### config.mk
export PLATFORM = sky130hd
export DESIGN_NAME = fbw_queue
export DESIGN_NICKNAME = d
export VERILOG_FILES = /design/src/hw/rtl/fbw_pkg.sv /design/src/hw/rtl/fbw_queue.sv
export SDC_FILE = /design/constraint.sdc
export NUM_CORES = 1
export LEC_CHECK = 0
export BUFFER_PORTS_ARGS = -buffer_cell sky130_fd_sc_hd__buf_4
export CAP_MARGIN = 20
export CORE_MARGIN = 2
export CORE_UTILIZATION = 40
export DETAILED_ROUTE_END_ITERATION = 16
export PLACE_DENSITY = 0.69
export SLEW_MARGIN = 10
export SYNTH_ARGS = -nofsm -noshare
export SYNTH_HDL_FRONTEND = slang
export SYNTH_SLANG_ARGS = --single-unit
### constraint.sdc
create_clock -name clk -period 3.95 [get_ports clk]
set_input_delay 0.5925 -clock clk [delete_from_list [all_inputs] [get_ports clk]]
set_output_delay 0.5925 -clock clk [all_outputs]
set_load 0.01 [all_outputs]
### src/hw/rtl/fbw_pkg.sv
// fbw_pkg: shared types and constants for the flow-driven bilinear warp block.
// Holds queue word layout, command kinds, register indexes and reset values.
// No dependencies.
`timescale 1ns / 1ps

package fbw_pkg;

  localparam int DEF_MAX_COLS   = 256;
  localparam int DEF_MAX_ROWS   = 256;
  localparam int DEF_PIXEL_BITS = 16;

  localparam int QUEUE_DEPTH = 4;

  localparam int COORD_W = 12;   // covers the largest store dimension
  localparam int SIZE_W  = 13;   // holds a clamped image size
  localparam int CFG_W   = 16;
  localparam int FLOW_W  = 16;
  localparam int PIX_W   = 16;   // pixel field width at the ports
  localparam int FRAC_W  = 8;

  localparam logic [8:0]  RST_ACTIVE_COLS = 9'd256;
  localparam logic [8:0]  RST_ACTIVE_ROWS = 9'd256;
  localparam logic [15:0] RST_FLOW_SCALE  = 16'd4096;

  typedef enum logic [1:0] {
    REG_ACTIVE_COLS = 2'd0,
    REG_ACTIVE_ROWS = 2'd1,
    REG_FLOW_SCALE  = 2'd2
  } reg_index_t;

  typedef enum logic [0:0] {
    OP_LOAD = 1'b0,
    OP_WARP = 1'b1
  } op_code_t;

  typedef enum logic [2:0] {
    CMD_SKIP,    // load outside the store
    CMD_LOAD,    // write one source pixel
    CMD_BLEND,   // target inside, bilinear blend
    CMD_COPY,    // target outside, return own pixel
    CMD_ZERO     // own position outside the store
  } cmd_kind_t;

  typedef struct packed {
    cmd_kind_t            kind;
    logic [COORD_W-1:0]   row;
    logic [COORD_W-1:0]   col;
    logic [FRAC_W-1:0]    fx;
    logic [FRAC_W-1:0]    fy;
    logic [PIX_W-1:0]     pixel;
  } queue_word_t;

endpackage

### src/hw/rtl/fbw_queue.sv
// fbw_queue: short FIFO of queue words between the front and back ends.
// Depends on fbw_pkg.
`timescale 1ns / 1ps

module fbw_queue import fbw_pkg::*; #(
  parameter int DEPTH = QUEUE_DEPTH
) (
  input  logic                       clk,
  input  logic                       rst,
  input  logic                       push,
  input  queue_word_t                push_word,
  input  logic                       pop,
  output logic                       not_empty,
  output queue_word_t                head,
  output logic [$clog2(DEPTH+1)-1:0] count
);

  localparam int PTR_W = (DEPTH > 2) ? $clog2(DEPTH) : 1;
  localparam int CNT_W = $clog2(DEPTH + 1);

  queue_word_t      slots [DEPTH];
  logic [PTR_W-1:0] wptr, rptr;

  assign not_empty = count != '0;
  assign head      = slots[rptr];

  always_ff @(posedge clk) begin
    if (rst) begin
      wptr  <= '0;
      rptr  <= '0;
      count <= '0;
    end else begin
      if (push) begin
        wptr <= (wptr == PTR_W'(DEPTH - 1)) ? '0 : wptr + PTR_W'(1);
      end
      if (pop) begin
        rptr <= (rptr == PTR_W'(DEPTH - 1)) ? '0 : rptr + PTR_W'(1);
      end
      count <= count + CNT_W'(push) - CNT_W'(pop);
    end
    if (push) begin
      slots[wptr] <= push_word;
    end
  end

endmodule

After elaboration in Yosys (flattened, before gate mapping) --
Memories as Yosys holds them, arrays and structs flattened. A register that Yosys moved wholly into a read port is not among the register bits. Index checks and enable logic that the tools add are counted.
Operators by class: add/sub/neg operators 4, $mul 0, div/mod/pow operators 0, order comparisons 0, equality and inequality tests 2, shift operators 0, mux-type cells 6, bitwise logic cells 0, reduce and logical (&&, ||, !) cells 1
Operators with widths (number):
- two-way mux 2 bit | 4
- adder 2 x 1 -> 2 bit (second input constant) | 2
- equality test 2 bit (second input constant) | 2
- adder 3 x 1 -> 3 bit | 1
- nonzero test 3 bit | 1
- subtractor 3 x 1 -> 3 bit | 1
- two-way mux 1 bit | 2
Word-level totals: register bits after elaboration 7, bits in latches 0, RAM bits 236, bits in read-only memories 0, logic and storage cells 17, memories kept 1
Memory list:
- slots | words 4, bits a word 59, rd ports 1, clocked after Yosys merged registers in 1, wr ports 1, line fbw_queue.sv:21 | queue_word_t slots [DEPTH];

Depth between registers and ports, before layout --
depth in word-level cells 4, depth in mapped cells 8, mapped depth without buffers 8

Worst setup path after synthesis --
OpenSTA, ideal clock, no wires.
path kind input to register, start point input push, end point memory slots[0][0] (netlist name), enable pin, arrival time 1.988 ns, required time 3.527 ns, slack 1.540 ns, stages on the path 1, path buffers 0, cell sequence and2_1
Between the ends: word-level cells in the longest chain between the ends 2
Ends and longest elaborated chain:
- start, declared | line fbw_queue.sv:10 | input logic push,
- two-way mux 1 bit | line fbw_queue.sv:41 | if (push) begin
- two-way mux 1 bit (not written as such) | line fbw_queue.sv:42 | slots[wptr] <= push_word;
- end, declared | line fbw_queue.sv:21
Every way passes these cells.

==> results.cfg <==
[outcome]
outcome = complete, no violations

[yosys]
syn_area_um2 = 8970
yosys.area.top_type = edfxtp_1
synth-simple-area-share_pct = 0.921
mappedNetlistNets = 421
synth_top_family_by_area = multiplexers
synth_fa_ha_area_share_pct = 1.20
synth_cells = 350
synth-seq-area-share_pct = 81.0
synthXorXnorAreaFrac_pct = 0.251
synth_compound_area_share_pct = 0.112
synthTopCellsByArea = edfxtp_1, mux4_2, dfxtp_1, ha_1, buf_12
muxShareOfSynthArea_pct = 15.0
synth.top_cell.area_share_pct = 79.0
yosys_register_bits = 245
synth.distinct_cells = 20
yosysWarnings = 0
syn_area_per_cell_um2 = 25.6

[global_routing]
grt_pass1_wl_mm = 24.8
grt_pass1_vias = 4454
grt_usage_pct = 13.5
grt_max_degree = 60
grt_antenna_before_repair = 0
overflow = 0

[sta]
fin_crit_ns = 2.97
relSlewSlack_pct = 36.4
fin_crit_sh_pct = 75.1
max_freq_mhz = 337
tightest_slew_ns = 0.954
finalClockSkew_ns = 0.00750
hold_viol = 0
fin_hold_ws_ns = 0.285
tns_ns = 0
setup_viol = 0
rsz0062_at_grt = false
slew_violations = 0

[setup_path]
reg2regPathDepth = 3
cp-end-kind = primary output
path_class = flop to primary output
r2r-end = slots[2][21]
path_cells = buf_12 > mux4_2 > buf_4
startpoint_type = flop
rrSetupSlack_ns = 2.17
crit_required_ns = 3.36
cpPeakStageDelay_ns = 0.78
critPathMaxFanout = 32
reg2reg_from = wptr[0]
critPathArrivalTime_ns = 2.37
crit_slowest_cell = dfxtp_4

[pwr]
power_frac_seq_pct = 50.6
p_switching_mw = 1.23
p_int_mw = 4.76
switching_share_pct = 20.5
power_density_nw_per_um2 = 542
worst_ir_drop_vdd_v = 0.000333
p_comb_share_pct = 8.9
leakagePower_nw = 3.73
clkPwrFrac_pct = 40.5

[routing]
firstDrtPassIters = 4
wl_per_cell_um = 20.0
drtAntennaViolNets = 0
vias = 4004
drcViolationCount = 0
drt-initial-drc-count = 155
routed_wl_mm = 15.8
vias_per_cell = 5.09

[worst_hold_path]
hold_class = input port to flop
hold_path_end = slots[1][5]
hold_start = push_word[5]
whs_path_depth = 1

[cells_and_area]
diodes = 0
fin_nets = 560
fill_cells = 1772
layout_common_cells = edfxtp_1, buf_4, mux4_2
final_util_pct = 50.5
drive_above_1_share_pct = 45.8
area_growth_pct = 23.2
layout_commonest_cell = edfxtp_1

[clock_tree]
clock_sinks = 245
numCtsBuffers = 25
cts-root-buf = clkbuf_16
cts_max_level = 1
cts_tree = built
cts_buffer_depth = 3
post_cts_buffers = 0
cts_resized = 0
cts.hold.buffers_added = 0
clock_latency_ns = 0.50
cts.clk_slew.worst_paths_ns = 0.06

[placed_design]
place.gp.congestion = 0.656
portBuffers = 125
dpl.hpwl_mm = 8.94

[floorplanning]
die_h_um = 154
start_util_pct = 41.0
rows = 54
io_pins = 126
core_um2 = 21900
dieArea_um2 = 23600
dieWidth_um = 154

[run]
cap_viol_max_count = 0
==> worst max-delay path: cells and delay by family, from the launching register on <==
| family | cells | cell delay [ns] |
|---|---|---|
| multiplexers | 1 | 0.57 |
| buffers and inverters | 2 | 0.51 |
| flip-flops | 1 | 0.78 |
==> Yosys cell counts <==
| library cell | instances |
|---|---|
| and2_1 | 4 |
| a21oi_1 | 2 |
| buf_4 | 4 |
| edfxtp_1 | 236 |
| fa_1 | 1 |
| nor2_1 | 4 |
| buf_12 | 2 |
| ha_1 | 7 |
| buf_6 | 1 |
| mux2i_1 | 2 |
| clkbuf_1 | 4 |
| or3b_2 | 2 |
| buf_2 | 3 |
| inv_1 | 5 |
| or3_1 | 1 |
| xnor3_1 | 1 |
| dfxtp_1 | 9 |
| nor2b_1 | 1 |
| mux4_2 | 59 |
| nand2b_1 | 2 |
==> metal layers <==
layer  GRT usage [%]  vias to the layer above  part of all wire [%]
met2            23.0                      111                    51
li1                -                     1766                     -
met5               0                        -                     0
met3            3.02                       23                   5.2
met4            3.32                        0                   1.7
met1            17.7                     2104                    42
==> logic make-up after synthesis <==
logic type | Yosys count
buffers and inverters | 19
adder cells (fa/ha/maj) | 8
AO/OA/AOI/OAI | 2
flip-flops | 245
multiplexers | 61
XOR/XNOR | 1
AND/OR/NAND/NOR | 14
==> final cells by class <==
class,instances,area (um^2),share of cell area (%)
clock buffer,28,637,5.76
clock inverter,17,229,2.07
inverter,5,18.8,0.170
multi-input combinational,86,1580,14.3
sequential,245,7270,65.8
tap,280,350,3.17
timing repair buffer,126,958,8.67
==> worst max-delay path by stage <==
stage               startpoint           to  cells past startpoint
finish                    flop     head[26]                      3
global route              flop     head[26]                      3
CTS                       flop     head[26]                      3
detailed placement        flop     head[26]                      3
global placement          flop     head[26]                      3
floorplan                 push  slots[0][0]                      1
==> sequential cells by signal, indices dropped and copies added, names as in the netlist, named ones only <==
name and cells:
wptr 2, slots 236, rptr 2, count 3
==> power groups by stage <==
stage	Sequential [mW]	Combinational [mW]	Clock, mW
3_5_place_dp	3.09	0.542	0
6_report	3.03	0.532	2.43
2_1_floorplan	3.05	0.301	0
5_1_grt	3.05	0.575	2.59
4_1_cts	3.04	0.547	2.48
3_3_place_gp	3.08	0.530	0
==> metrics by stage <==
step / instances / power [mW] / instance area, um^2 / setup WS, ns
CTS: 787 / 6.07 / 11000 / 0.869
global placement: 742 / 3.61 / 10200 / 1.43
finish: 787 / 5.99 / 11000 / 0.983
global route: 787 / 6.22 / 11000 / 0.787
detailed placement: 742 / 3.64 / 10200 / 1.42
floorplan: 350 / 3.36 / 8970 / 1.54
No activity file was read; power rests on OpenSTA's default activity.
